## config.mk

```make
export PLATFORM = sky130hd
export DESIGN_NAME = gpio_port_with_config_lock
export DESIGN_NICKNAME = d
export VERILOG_FILES = /design/src/rtl/core/gpio_lk_pkg.sv /design/src/rtl/core/gpio_port_with_config_lock.sv /design/src/rtl/core/gpio_lk_datapath.sv /design/src/rtl/core/gpio_lk_control.sv
export VERILOG_INCLUDE_DIRS = /design/src /design/src/rtl/core
export SDC_FILE = /design/constraint.sdc
export NUM_CORES = 1
export LEC_CHECK = 0
export ABC_AREA = 0
export BUFFER_PORTS_ARGS = -buffer_cell sky130_fd_sc_hd__buf_2
export CAP_MARGIN = 20
export CORE_ASPECT_RATIO = 0.8
export CORE_MARGIN = 3
export CORE_UTILIZATION = 56
export CTS_CLUSTER_DIAMETER = 200
export DETAILED_ROUTE_END_ITERATION = 7
export GPL_TIMING_DRIVEN = 0
export HOLD_SLACK_MARGIN = 0.06
export PLACE_DENSITY_LB_ADDON = 0.2
export SETUP_SLACK_MARGIN = 0.5
export SYNTH_ARGS = -nofsm -noshare
export SYNTH_HDL_FRONTEND = slang
export SYNTH_SLANG_ARGS = --single-unit
```

## constraint.sdc

```tcl
create_clock -name clock -period 4.5 [get_ports clock]
set_input_delay 0.45 -clock clock [delete_from_list [all_inputs] [get_ports clock]]
set_output_delay 0.45 -clock clock [all_outputs]
set_load 0.005 [all_outputs]
```

## src/rtl/core/gpio_port_with_config_lock_defines.svh

```systemverilog
// Assertion macros shared by the port's modules.
`ifndef GPIO_PORT_WITH_CONFIG_LOCK_DEFINES_SVH
`define GPIO_PORT_WITH_CONFIG_LOCK_DEFINES_SVH
`ifndef SYNTHESIS
`define ASSERT_PROP(label, clk, rst, prop) \
   label: assert property (@(posedge clk) disable iff (rst) prop) \
      else $error("assertion failed");
`define ASSERT_NEVER(label, clk, rst, cond) \
   label: assert property (@(posedge clk) disable iff (rst) !(cond)) \
      else $error("forbidden condition seen");
`else
`define ASSERT_PROP(label, clk, rst, prop)
`define ASSERT_NEVER(label, clk, rst, cond)
`endif
`endif

```

## src/rtl/core/gpio_lk_pkg.sv

```systemverilog
`default_nettype none
package gpio_lk_pkg;

   localparam logic       ACC_READ  = 1'b0;
   localparam logic       ACC_WRITE = 1'b1;

   localparam logic [2:0] SEL_CFG_LOW  = 3'd0;
   localparam logic [2:0] SEL_CFG_HIGH = 3'd1;
   localparam logic [2:0] SEL_INPUT    = 3'd2;
   localparam logic [2:0] SEL_OUTPUT   = 3'd3;
   localparam logic [2:0] SEL_LOCK     = 3'd4;

   localparam logic [1:0] KEY_IDLE  = 2'd0;
   localparam logic [1:0] KEY_ONE   = 2'd1;
   localparam logic [1:0] KEY_TWO   = 2'd2;
   localparam logic [1:0] KEY_THREE = 2'd3;

   localparam logic [31:0] CFG_RESET = 32'h4444_4444;
   localparam logic [3:0]  NIBBLE    = 4'hF;
   localparam int          KEY_BIT   = 16;

   typedef struct packed {
      logic        req_type;
      logic [2:0]  reg_select;
      logic [31:0] write_data;
      logic [15:0] pin_levels;
      logic        soft_reset;
   } gpio_req_type;

   typedef struct packed {
      logic [31:0] read_data;
      logic [15:0] pin_drive;
      logic [31:0] pin_config_low;
      logic [31:0] pin_config_high;
      logic        lock_active;
   } gpio_rsp_type;

   typedef struct packed {
      logic capture;
      logic execute;
   } gpio_cmd_type;

endpackage
`default_nettype wire

```

## src/rtl/core/gpio_port_with_config_lock.sv

```systemverilog
`default_nettype none
// Sixteen-pin I/O port register block with a configuration lock. A request is taken when
// start is high and busy is low; its result is registered into rsp_payload at the end of the
// execute state and is shown in the respond state, marked by rsp_valid for exactly one cycle,
// and must be captured then because the receiver cannot stall the block. One request is in
// flight at a time: the controller steps through its accept, execute and respond states and
// takes no new request until it is back in idle. The lock key sequence and the soft reset
// carried in the request act in the execute cycle.
module gpio_port_with_config_lock
   import gpio_lk_pkg::*;
(
   input  wire logic         clock,
   input  wire logic         reset,
   input  wire logic         start,
   output logic              busy,
   input  wire gpio_req_type req_payload,
   output logic              rsp_valid,
   output gpio_rsp_type      rsp_payload
);

   gpio_cmd_type cmd;

   gpio_lk_control u_control (
      .clock     (clock),
      .reset     (reset),
      .start     (start),
      .busy      (busy),
      .rsp_valid (rsp_valid),
      .cmd       (cmd)
   );

   gpio_lk_datapath u_datapath (
      .clock       (clock),
      .reset       (reset),
      .cmd         (cmd),
      .req_payload (req_payload),
      .rsp_payload (rsp_payload)
   );

endmodule
`default_nettype wire

```

## src/rtl/core/gpio_lk_datapath.sv

```systemverilog
`default_nettype none
`include "gpio_port_with_config_lock_defines.svh"
module gpio_lk_datapath
   import gpio_lk_pkg::*;
(
   input  wire logic         clock,
   input  wire logic         reset,
   input  wire gpio_cmd_type cmd,
   input  wire gpio_req_type req_payload,
   output gpio_rsp_type      rsp_payload
);

   gpio_req_type req_ff;
   gpio_rsp_type rsp_ff, rsp_in;
   logic [31:0]  cfg_low_ff, cfg_low_in;
   logic [31:0]  cfg_high_ff, cfg_high_in;
   logic [15:0]  out_latch_ff, out_latch_in;
   logic [15:0]  locked_ff, locked_in;
   logic         lock_key_ff, lock_key_in;
   logic [1:0]   key_step_ff, key_step_in;
   logic [15:0]  pending_ff, pending_in;
   logic [31:0]  frozen_low, frozen_high;
   logic [31:0]  read_val;
   logic [15:0]  wr_mask;
   logic         wr_key;
   logic         mask_match;
   logic         step_ok;

   assign wr_mask    = req_ff.write_data[15:0];
   assign wr_key     = req_ff.write_data[KEY_BIT];
   assign mask_match = (wr_mask == pending_ff);

   always_comb begin
      for (int i = 0; i < 8; i++) begin
         frozen_low[4*i +: 4]  = (lock_key_ff && locked_ff[i])     ? NIBBLE : 4'h0;
         frozen_high[4*i +: 4] = (lock_key_ff && locked_ff[8 + i]) ? NIBBLE : 4'h0;
      end
   end

   always_comb begin
      case (key_step_ff)
         KEY_IDLE: step_ok = wr_key;
         KEY_ONE:  step_ok = !wr_key && mask_match;
         KEY_TWO:  step_ok = wr_key && mask_match;
         default:  step_ok = 1'b0;
      endcase
   end

   always_comb begin
      cfg_low_in   = cfg_low_ff;
      cfg_high_in  = cfg_high_ff;
      out_latch_in = out_latch_ff;
      locked_in    = locked_ff;
      lock_key_in  = lock_key_ff;
      key_step_in  = key_step_ff;
      pending_in   = pending_ff;
      read_val     = 32'h0;
      if (cmd.execute) begin
         if (req_ff.soft_reset) begin
            cfg_low_in   = CFG_RESET;
            cfg_high_in  = CFG_RESET;
            out_latch_in = 16'h0;
            locked_in    = 16'h0;
            lock_key_in  = 1'b0;
            key_step_in  = KEY_IDLE;
            pending_in   = 16'h0;
         end else if (req_ff.req_type == ACC_WRITE) begin
            case (req_ff.reg_select)
               SEL_CFG_LOW: begin
                  cfg_low_in = (cfg_low_ff & frozen_low) | (req_ff.write_data & ~frozen_low);
               end
               SEL_CFG_HIGH: begin
                  cfg_high_in = (cfg_high_ff & frozen_high)
                              | (req_ff.write_data & ~frozen_high);
               end
               SEL_OUTPUT: begin
                  out_latch_in = wr_mask;
               end
               SEL_LOCK: begin
                  if (!lock_key_ff) begin
                     locked_in = wr_mask;
                     if (step_ok) begin
                        if (key_step_ff == KEY_IDLE) begin
                           pending_in = wr_mask;
                        end
                        key_step_in = key_step_ff + 2'd1;
                     end else if (wr_key) begin
                        key_step_in = KEY_ONE;
                        pending_in  = wr_mask;
                     end else begin
                        key_step_in = KEY_IDLE;
                     end
                  end
               end
               default: begin
               end
            endcase
         end else begin
            case (req_ff.reg_select)
               SEL_CFG_LOW:  read_val = cfg_low_ff;
               SEL_CFG_HIGH: read_val = cfg_high_ff;
               SEL_INPUT:    read_val = {16'h0, req_ff.pin_levels};
               SEL_OUTPUT:   read_val = {16'h0, out_latch_ff};
               SEL_LOCK: begin
                  read_val = {15'h0, lock_key_ff, locked_ff};
                  if (key_step_ff == KEY_THREE) begin
                     lock_key_in = 1'b1;
                  end
                  key_step_in = KEY_IDLE;
               end
               default:      read_val = 32'h0;
            endcase
         end
      end
   end

   always_comb begin
      rsp_in.read_data       = read_val;
      rsp_in.pin_drive       = out_latch_in;
      rsp_in.pin_config_low  = cfg_low_in;
      rsp_in.pin_config_high = cfg_high_in;
      rsp_in.lock_active     = lock_key_in;
   end

   always_ff @(posedge clock) begin
      if (reset) begin
         cfg_low_ff   <= CFG_RESET;
         cfg_high_ff  <= CFG_RESET;
         out_latch_ff <= 16'h0;
         locked_ff    <= 16'h0;
         lock_key_ff  <= 1'b0;
         key_step_ff  <= KEY_IDLE;
         pending_ff   <= 16'h0;
      end else begin
         cfg_low_ff   <= cfg_low_in;
         cfg_high_ff  <= cfg_high_in;
         out_latch_ff <= out_latch_in;
         locked_ff    <= locked_in;
         lock_key_ff  <= lock_key_in;
         key_step_ff  <= key_step_in;
         pending_ff   <= pending_in;
      end
   end

   always_ff @(posedge clock) begin
      if (cmd.capture) begin
         req_ff <= req_payload;
      end
      if (cmd.execute) begin
         rsp_ff <= rsp_in;
      end
   end

   assign rsp_payload = rsp_ff;

   `ASSERT_NEVER(a_key_set_seq_idle, clock, reset, lock_key_ff && (key_step_ff != KEY_IDLE))
   `ASSERT_PROP(a_key_sticky, clock, reset,
                lock_key_ff && !(cmd.execute && req_ff.soft_reset) |=> lock_key_ff)
   `ASSERT_NEVER(a_seq_mask_held, clock, reset,
                 (key_step_ff != KEY_IDLE) && (locked_ff != pending_ff))

endmodule
`default_nettype wire

```

## src/rtl/core/gpio_lk_control.sv

```systemverilog
`default_nettype none
`include "gpio_port_with_config_lock_defines.svh"
module gpio_lk_control
   import gpio_lk_pkg::*;
(
   input  wire logic   clock,
   input  wire logic   reset,
   input  wire logic   start,
   output logic        busy,
   output logic        rsp_valid,
   output gpio_cmd_type cmd
);

   typedef enum logic [2:0] {
      S_IDLE = 3'b001,
      S_EXEC = 3'b010,
      S_RESP = 3'b100
   } state_type;

   state_type state_ff, state_in;

   always_comb begin
      case (state_ff)
         S_IDLE:  state_in = start ? S_EXEC : S_IDLE;
         S_EXEC:  state_in = S_RESP;
         S_RESP:  state_in = S_IDLE;
         default: state_in = S_IDLE;
      endcase
   end

   always_ff @(posedge clock) begin
      if (reset) begin
         state_ff <= S_IDLE;
      end else begin
         state_ff <= state_in;
      end
   end

   assign busy        = (state_ff != S_IDLE);
   assign rsp_valid   = (state_ff == S_RESP);
   assign cmd.capture = (state_ff == S_IDLE) && start;
   assign cmd.execute = (state_ff == S_EXEC);

   `ASSERT_PROP(a_accept_executes, clock, reset, start && !busy |=> state_ff == S_EXEC)
   `ASSERT_PROP(a_exec_responds, clock, reset, state_ff == S_EXEC |=> rsp_valid)
   `ASSERT_PROP(a_state_onehot, clock, reset, $onehot(state_ff))

endmodule
`default_nettype wire

```

======== Yosys cells after proc, flatten, opt, wreduce, memory -nomap -nowiden ========
Index checks and enable logic that the tools add are counted.
W data, S select, Z words.
operators by class
  add/subtract/negate cells ............... 1
  eq/ne operators ......................... 15
  multiplexer cells ....................... 55
  bitwise gates (word level) .............. 8
  reduce and logical (&&, ||, !) cells .... 29
operators by type and width
  kind                  number
  $mux W32              8
  $mux W16              15
  $pmux W32 S5          1
  $and A32 B32 Y32      4
  $mux W4               16
  $not A32 Y32          2
  $or A32 B32 Y32       2
  $logic_and A1 B1 Y1   19
  $eq A16 B16 Y1        1
  $mux W2               7
  $eq A3 B2 Y1 const B  3
  $eq A3 B1 Y1 const B  2
  $eq A3 B3 Y1 const B  2
  $mux W1               6
  $pmux W3 S2           1
  $reduce_and A6 Y1     1
  $eq A2 B2 Y1 const B  2
  $reduce_and A4 Y1     1
  $reduce_bool A2 Y1    2
  $logic_not A3 Y1      1
  $ne A3 B1 Y1 const B  1
  $ne A3 B2 Y1 const B  1
  $ne A3 B3 Y1 const B  1
  $pmux W1 S3           1
  8 further kinds       8
storage, ports and cells
  register bits after elaboration ......... 284
  input port bits ......................... 56
  output and inout bits ................... 115
  word-level logic and storage cells ...... 126

======== Longest topological paths before layout ========
Gate-level depths: netlist of the first run.
  depth after elaboration ................. 9
  depth in mapped cells ................... 8
  mapped depth without buffers ............ 7

======== Modules after synthesis ========
A second synthesis of the first run with hierarchy kept.
unflattened totals
  cells, all modules ...................... 885
  area total of the unflattened synthesis .. 11069.4 µm²
by module, submodules not included
  module            times used  cells an instance  area an instance (µm²)  sequential area each (µm²)
  gpio_lk_datapath  1           871                10939.2                 7287.0
  gpio_lk_control   1           14                 130.1                   60.1

======== Least setup slack after synthesis of the first run ========
OpenSTA, ideal clock, no wires.
  kind .................................... reg2reg
  start point ............................. register u_control.state_ff[0]
  end point ............................... register u_datapath.req_ff[0] (netlist bit) (enable)
  setup time .............................. 0.464 ns
  data arrival time ....................... 3.067 ns
  required time ........................... 4.036 ns
  path slack .............................. 0.969 ns
  stages on the path, launching flop included .. 3
  path buffers ............................ 0
  period minus slack after synthesis ...... 3.531 ns
  path through ............................ dfxtp_1 or3b_2 nor2_1
RTL lines
  item                    RTL line                 RTL
  from (decl)             gpio_lk_control.sv:20    state_type state_ff, state_in;
  from (signal assigned)  gpio_lk_control.sv:35    state_ff <= state_in;
  to (signal assigned)    gpio_lk_datapath.sv:147  req_ff <= req_payload;
  to (decl)               gpio_lk_datapath.sv:13   gpio_req_type req_ff;

======== Final worst setup path of the first run ========
  start point ............................. register u_control.state_ff[1]
  end point ............................... register u_datapath.cfg_low_ff[21]
on the way
  cells in the longest elaborated chain, start to end .. 2
RTL lines
  item                  RTL line                 RTL
  $eq A3 B2 Y1          gpio_lk_control.sv:42    assign cmd.execute = (state_ff == S_EXEC);
  $mux W32              gpio_lk_datapath.sv:58   if (cmd.execute) begin
  to (signal assigned)  gpio_lk_datapath.sv:135  cfg_low_ff <= cfg_low_in;
  to (decl)             gpio_lk_datapath.sv:15   logic [31:0] cfg_low_ff, cfg_low_in;
Every way passes these cells.
A chain may end at the register's enable or synchronous reset.

==> results by group, run 1 <==
Outcome
  – Run status: finished, final reports clean

Floorplanning
  – Area of the die: 21,000 µm²
  – Core area: 18,600 µm²
  – Initial Util: 0.583
  – Die span in y: 130 µm
  – # rows: 44
  – IO Pins: 171
  – Die Wd: 161 µm

GRT
  – Met3 Use GR: 0.0432
  – Met2 global-route usage: 0.385
  – Overflow after GRT: 0
  – All-Layer GR Usage: 0.254
  – Grt peak-use layer: met2
  – Vias in the first global route: 7,209
  – Initial antenna violation count: 2
  – Largest net degree at the start of global routing: 104
  – First-pass GRT wire length: 40.8 mm
  – Grt met1 use: 0.382

Timing
  – Setup TNS: 0 ns
  – Max Slew Vio Count: 0
  – Final min period: 2.87 ns
  – Measured slew at the worst slew-check pin: 0.951 ns
  – Period utilization: 0.638
  – Max Clk Rate: 0.348 GHz
  – Rel. slew slack: 0.361
  – # setup viols final: 0
  – RSZ-0062 raised after global routing: no
  – Setup Skew: 0.0173 ns
  – Final Hold Vio Count: 0

Cells and area
  – # nets final: 1,087
  – Final core occ: 0.701
  – Most common cell after layout, fill and taps aside: buf_2
  – Most frequent cells in the layout: buf_2 (184), edfxtp_1 (166), dfxtp_1 (118), nor2_1 (92), nand2_1 (66)
  – Layout area overhead: 20.2%
  – Share of layout cells above drive strength 1: 0.250

Synth
  – Seq/Total Area, Yosys: 0.679
  – Syn Area/Cell: 13.1 µm²
  – Post-synth cell types: 47
  – Warnings, synthesis: 0
  – Synthesized area: 10,800 µm²
  – Net count after synthesis: 885
  – #FFs+latches synth: 284
  – Cell count after synthesis: 826

Setup path
  – Worst Reg-to-Reg Cells: 8
  – CP Data Arrival Time: 3.28 ns
  – CP max-delay cell: nor3b_2
  – CP Cell Sequence: nor3b_2 -> buf_6 -> buf_16 -> nand2_1 -> nand2b_1 -> clkbuf_1 -> buf_2 -> nor2_1
  – Setup slack, reg-to-reg: 1.63 ns
  – CP max stage delay: 0.43 ns
  – CP startpoint kind: flip-flop
  – Max FO, Critical Path: 103
  – Crit. End Element: flip-flop
  – Crit Path Category: reg2reg
  – Worst EP required: 4.91 ns

Placed design
  – Port-buffer cells: 170
  – GP Congestion: 0.946
  – Hpwl dp: 18.9 mm

Clock network
  – CTS tree: done
  – H-tree levels: 1
  – Sink Count: 284
  – Post-CTS Setup Bufs: 0
  – Hold-fix buffers, CTS: 0
  – Post_cts resized: 0
  – Clock Path Buffers: 3
  – Clock-pin transition on the worst setup and hold timing paths: 0.06 ns
  – Clock root buffer master: clkbuf_16
  – Worst-skew pair later-pin latency: 0.54 ns
  – Clock buffer count from CTS: 27

Min path
  – Worst hold-check path type: in2reg
  – Hold Crit Depth: 1

Job
  – Maxcap violations: 0

Pwr
  – P_leak: 0.00496 µW
  – Cell area power density: 418 nW/µm²
  – Peak supply drop: 0.000239 V

Route
  – Iter 0 DRT Violations: 877
  – Final antenna-violating net count: 0
  – Routed WL: 26.9 mm
  – DR WL/cell: 20.6 µm
  – Via density: 5.72
  – DRC Markers: 0
  – Drt pass-1 iters: 6
  – DR vias: 7,458
## critical path, delay by kind of cell, from the launching register on
kind	cells	cell delay (ns)
buf+inv	4	1.34
flops	1	0.35
simple gates	4	1.04
## registers in the layout (all words and copies together), names as in the netlist, 2 cells and up
| register | flops |
|---|---|
| u_datapath.locked_ff | 16 |
| u_control.state_ff | 3 |
| u_datapath.key_step_ff | 2 |
| u_datapath.pending_ff | 16 |
| u_datapath.out_latch_ff | 16 |
| u_datapath.req_ff | 53 |
| u_datapath.cfg_high_ff | 32 |
| u_datapath.cfg_low_ff | 32 |
| u_datapath.rsp_payload | 113 |
## metrics by stage
stage,power (µW),std cells,hold WS (ns),instance area (µm²),worst slack (ns)
after global routing,5590,1303,0.0745,13000,1.37
final,5440,1303,0.0832,13000,1.63
after floorplan,3010,826,0.446,10800,0.969
after detailed placement,3140,1252,0.463,12100,1.61
after global placement,3130,1249,0.459,12000,-0.426
after CTS,5460,1302,0.0720,13000,1.58
## worst paths after layout
kind | end | startpoint
hold reg to reg | u_datapath.locked_ff[6] | u_datapath.locked_ff[6]
setup / recovery | u_datapath.cfg_low_ff[21] | u_control.state_ff[1]
setup reg to reg | u_datapath.cfg_low_ff[21] | u_control.state_ff[1]
hold / removal | u_datapath.req_ff[15] | req_payload[15]
## area by class of cell
class,instances,area [µm²]
sequential,284,7350
fill,1317,5550
multi-input combinational,491,3240
timing repair buffer,173,933
clock buffer,32,694
tap,253,317
clock inverter,18,225
buffer,45,224
inverter,6,22.5
antenna,1,2.50
## cell families (layout without fill, tap and decap cells)
family / after synthesis / after routing / synth area share
buffers and inverters: 51 / 274 / 0.0224
DFF: 284 / 284 / 0.679
muxes: 58 / 58 / 0.0536
and+or+nand+nor: 248 / 248 / 0.115
xor gates and xnor gates: 17 / 17 / 0.0138
AOI/OAI and AO/OA: 165 / 165 / 0.113
other: 0 / 1 / 0
adders and majority gates: 3 / 3 / 0.00347
## where the power goes
part           total, µW  leakage [µW]  internal [µW]  switching [µW]
registers           2840       0.00243           2800            34.1
clock network       2350      0.000449           1390             955
logic                252       0.00209           87.1             165
total               5440       0.00496           4280            1150
## cell usage after synthesis, drive strengths merged
cell type / number / share of area
nor3b: 5 / 0.0059
nand2b: 3 / 0.0017
o21ai: 4 / 0.0022
nor4b: 2 / 0.0030
a31o: 1 / 0.00081
clkbuf: 19 / 0.0066
xnor2: 4 / 0.0032
o22a: 24 / 0.019
a21oi: 59 / 0.033
a21o: 11 / 0.0076
a22o: 32 / 0.026
buf: 26 / 0.014
nand4: 3 / 0.0017
or3b: 1 / 0.00081
nand3b: 4 / 0.0028
nor4: 4 / 0.0037
inv: 6 / 0.0021
and2: 2 / 0.0013
nor2: 93 / 0.032
mux2i: 58 / 0.054
xor2: 13 / 0.011
dfxtp: 118 / 0.22
a22oi: 31 / 0.022
ha: 3 / 0.0035
a41oi: 1 / 0.00081
edfxtp: 166 / 0.46
and2b: 1 / 0.00069
nor2b: 54 / 0.031
nand2: 66 / 0.023
nand3: 3 / 0.0030
o21a: 1 / 0.00069
a31oi: 1 / 0.00058
nor3: 7 / 0.0043
## routing by layer
| metal | share of wire | vias up |
|---|---|---|
| li1 | - | 3413 |
| met1 | 0.44 | 3561 |
| met2 | 0.44 | 428 |
| met3 | 0.10 | 54 |
| met4 | 0.022 | 2 |
| met5 | 0.00026 | - |
Power figures use the tool's default switching activity.
==> inputs of run 2 (changes only) <==
- ABC_AREA: 0 -> 1
- CORE_UTILIZATION: 56 -> 57
- clock period: 4.5 -> 3 ns (I/O delays scaled with it)
==> results by group, run 2 <==
Clock network
  – H-tree levels: 1
  – Post-CTS Setup Bufs: 0
  – CTS tree: done
  – Clock buffer count from CTS: 27
  – Sink Count: 284
  – Clock-pin transition on the worst setup and hold timing paths: 0.06 ns
  – Hold-fix buffers, CTS: 53
  – Clock Path Buffers: 3
  – Clock root buffer master: clkbuf_16
  – Worst-skew pair later-pin latency: 0.53 ns
  – Post_cts resized: 0

Synth
  – Xor-xnor portion of the synthesized cell area: 0.00235
  – Post-Synth Simple-Gate Area: 0.164
  – Synth top area share: 0.446
  – Synth Area in Compound Gates: 0.104
  – Synth top area cells: edfxtp_1 (45%), dfxtp_1 (21%), nand2_1 (6.3%)
  – Net count after synthesis: 1,147
  – Area share of fa/ha/maj cells after synthesis: 0.00336
  – Post-synth cell types: 38
  – Post-synth ARST share: 0
  – Prevailing post-synth register cell: edfxtp_1
  – EDFF count, synth: 166
  – Largest family of logic cells by synthesized area: simple AND/OR/NAND/NOR gates
  – Yosys top cell by area: edfxtp_1
  – Cell count after synthesis: 1,088
  – Most numerous cell in the Yosys netlist: nand2_1
  – Post-synthesis mux area share: 0
  – Synth top cells by count: nand2_1 (187), edfxtp_1 (166), inv_1 (139)
  – Seq/Total Area, Yosys: 0.657
  – #FFs+latches synth: 284
  – Syn Area/Cell: 10.3 µm²
  – Warnings, synthesis: 0
  – Synthesized area: 11,200 µm²

Route
  – DRC Markers: 0
  – Final antenna-violating net count: 0
  – Drt pass-1 iters: 5
  – DR WL/cell: 18.7 µm
  – Via density: 5.51
  – Iter 0 DRT Violations: 1,209
  – Routed WL: 30.3 mm
  – DR vias: 8,930

Pwr
  – Clock power frac: 0.431
  – Flop pwr share: 0.517
  – Sw Pwr: 1750 µW
  – Sw Ratio: 0.213
  – Peak supply drop: 0.000391 V
  – P_leak: 0.00563 µW
  – Combinational Power Share: 0.052
  – Cell-internal power: 6470 µW
  – Cell area power density: 589 nW/µm²

Timing
  – Period utilization: 0.795
  – Final min period: 2.38 ns
  – WHS: 0.0954 ns
  – RSZ-0062 raised after global routing: no
  – Measured slew at the worst slew-check pin: 0.751 ns
  – Setup Skew: 0.00815 ns
  – Rel. slew slack: 0.499
  – # setup viols final: 0
  – Max Slew Vio Count: 0
  – Final Hold Vio Count: 0
  – Max Clk Rate: 0.419 GHz

Cells and area
  – Most common cell after layout, fill and taps aside: nand2_1
  – Post-route cell area: 13,900 µm²
  – Most frequent cells in the layout: nand2_1 (185), buf_2 (173), edfxtp_1 (166), inv_1 (137), dfxtp_1 (116)
  – Final core occ: 0.728
  – Diodes inserted: 0
  – # nets final: 1,402
  – Share of layout cells above drive strength 1: 0.191
  – Layout area overhead: 24.6%
  – Largest register FFs: 113

Setup path
  – CP Data Arrival Time: 2.60 ns
  – Crit. End Element: flip-flop
  – CP startpoint kind: flip-flop
  – Worst EP required: 3.21 ns
  – Crit Path Category: reg2reg
  – Max FO, Critical Path: 10

GRT
  – Initial antenna violation count: 0
  – First-pass GRT wire length: 46.7 mm
  – Overflow after GRT: 0
  – Largest net degree at the start of global routing: 47
  – All-Layer GR Usage: 0.281
  – Vias in the first global route: 8,514

Floorplanning
  – IO Pins: 171
  – Die span in y: 131 µm
  – Initial Util: 0.584
  – Area of the die: 21,400 µm²
  – # rows: 45
  – Core area: 19,100 µm²
  – Die Wd: 163 µm

Placed design
  – Hpwl dp: 21.2 mm
  – Port-buffer cells: 169
  – GP Congestion: 0.905
  – DP Area: 12,500 µm²

Job
  – Maxcap violations: 0

Min path
  – Worst hold-check path type: in2reg

Outcome
  – Run status: finished, final reports clean
[run 2: cell count changes after synthesis, moves of 24 or more]
cell | before | now
mux2i_1 | 58 | 0
o22a_1 | 24 | 0
nor2b_1 | 54 | 0
a22o_1 | 32 | 0
and2_1 | 1 | 37
nand3_1 | 1 | 39
inv_1 | 6 | 139
nand2_1 | 66 | 187
[run 2: final cells by class]
type | count | area (µm²)
timing repair buffer | 226 | 1460
fill | 1415 | 5200
inverter | 155 | 586
clock inverter | 10 | 136
clock buffer | 39 | 802
multi-input combinational | 605 | 3080
buffer | 44 | 204
sequential | 284 | 7350
tap | 258 | 323
[run 2: worst max-delay path, stage by stage, from the launching register on]
cell and delay, ns:
edfxtp_1 0.51, inv_1 0.11, nor2_2 0.53, inv_2 0.14, nand2_1 0.28, buf_2 0.31, a22oi_1 0.19
[run 2: layer usage]
metal,share of wire,global-route usage,wire (µm),vias up
met1,0.42,0.417,12800,4113
met2,0.44,0.431,13400,543
li1,-,-,-,4214
met3,0.11,0.0517,3350,60
met4,0.027,0.0742,825,0
met5,0,0,0,-
[run 2: cell families (layout without fill, tap and decap cells)]
kind of cell | after synthesis | in the layout
AO/OA/AOI/OAI | 188 | 188
XOR/XNOR | 3 | 3
adder cells (fa/ha/maj) | 3 | 3
buffers and inverters | 199 | 474
flip-flops | 284 | 284
AND/OR/NAND/NOR | 411 | 411
[run 2: path summary, 6_finish.rpt]
path / startpoint / end / slack (ns) / cells after the start
min reg2reg: u_datapath.pending_ff[14] / u_datapath.pending_ff[14] / 0.48 / 2
max reg2reg: u_datapath.req_ff[0] / u_datapath.rsp_payload[71] / 0.62 / 6
min: start / u_control.state_ff[1] / 0.1 / 3
max: u_datapath.req_ff[0] / u_datapath.rsp_payload[71] / 0.62 / 6
[run 2: metrics by stage]
| stage | instances | setup slack, ns | TNS, ns | power (µW) |
|---|---|---|---|---|
| 6_report | 1621 | 0.616 | 0 | 8220 |
| 5_1_grt | 1621 | 0.518 | 0 | 8460 |
| 4_1_cts | 1621 | 0.689 | 0 | 8220 |
| 3_5_place_dp | 1519 | 0.710 | 0 | 4690 |
| 3_3_place_gp | 1515 | -0.822 | -81.78 | 4680 |
| 2_1_floorplan | 1088 | 0.0684 | 0 | 4510 |
[run 2: power groups by stage]
| stage | combinational [µW] | clock [µW] | sequential (µW) |
|---|---|---|---|
| floorplan | 196 | 0 | 4320 |
| global placement | 348 | 0 | 4330 |
| detailed placement | 363 | 0 | 4330 |
| CTS | 418 | 3560 | 4240 |
| global route | 465 | 3740 | 4250 |
| finish | 427 | 3540 | 4250 |
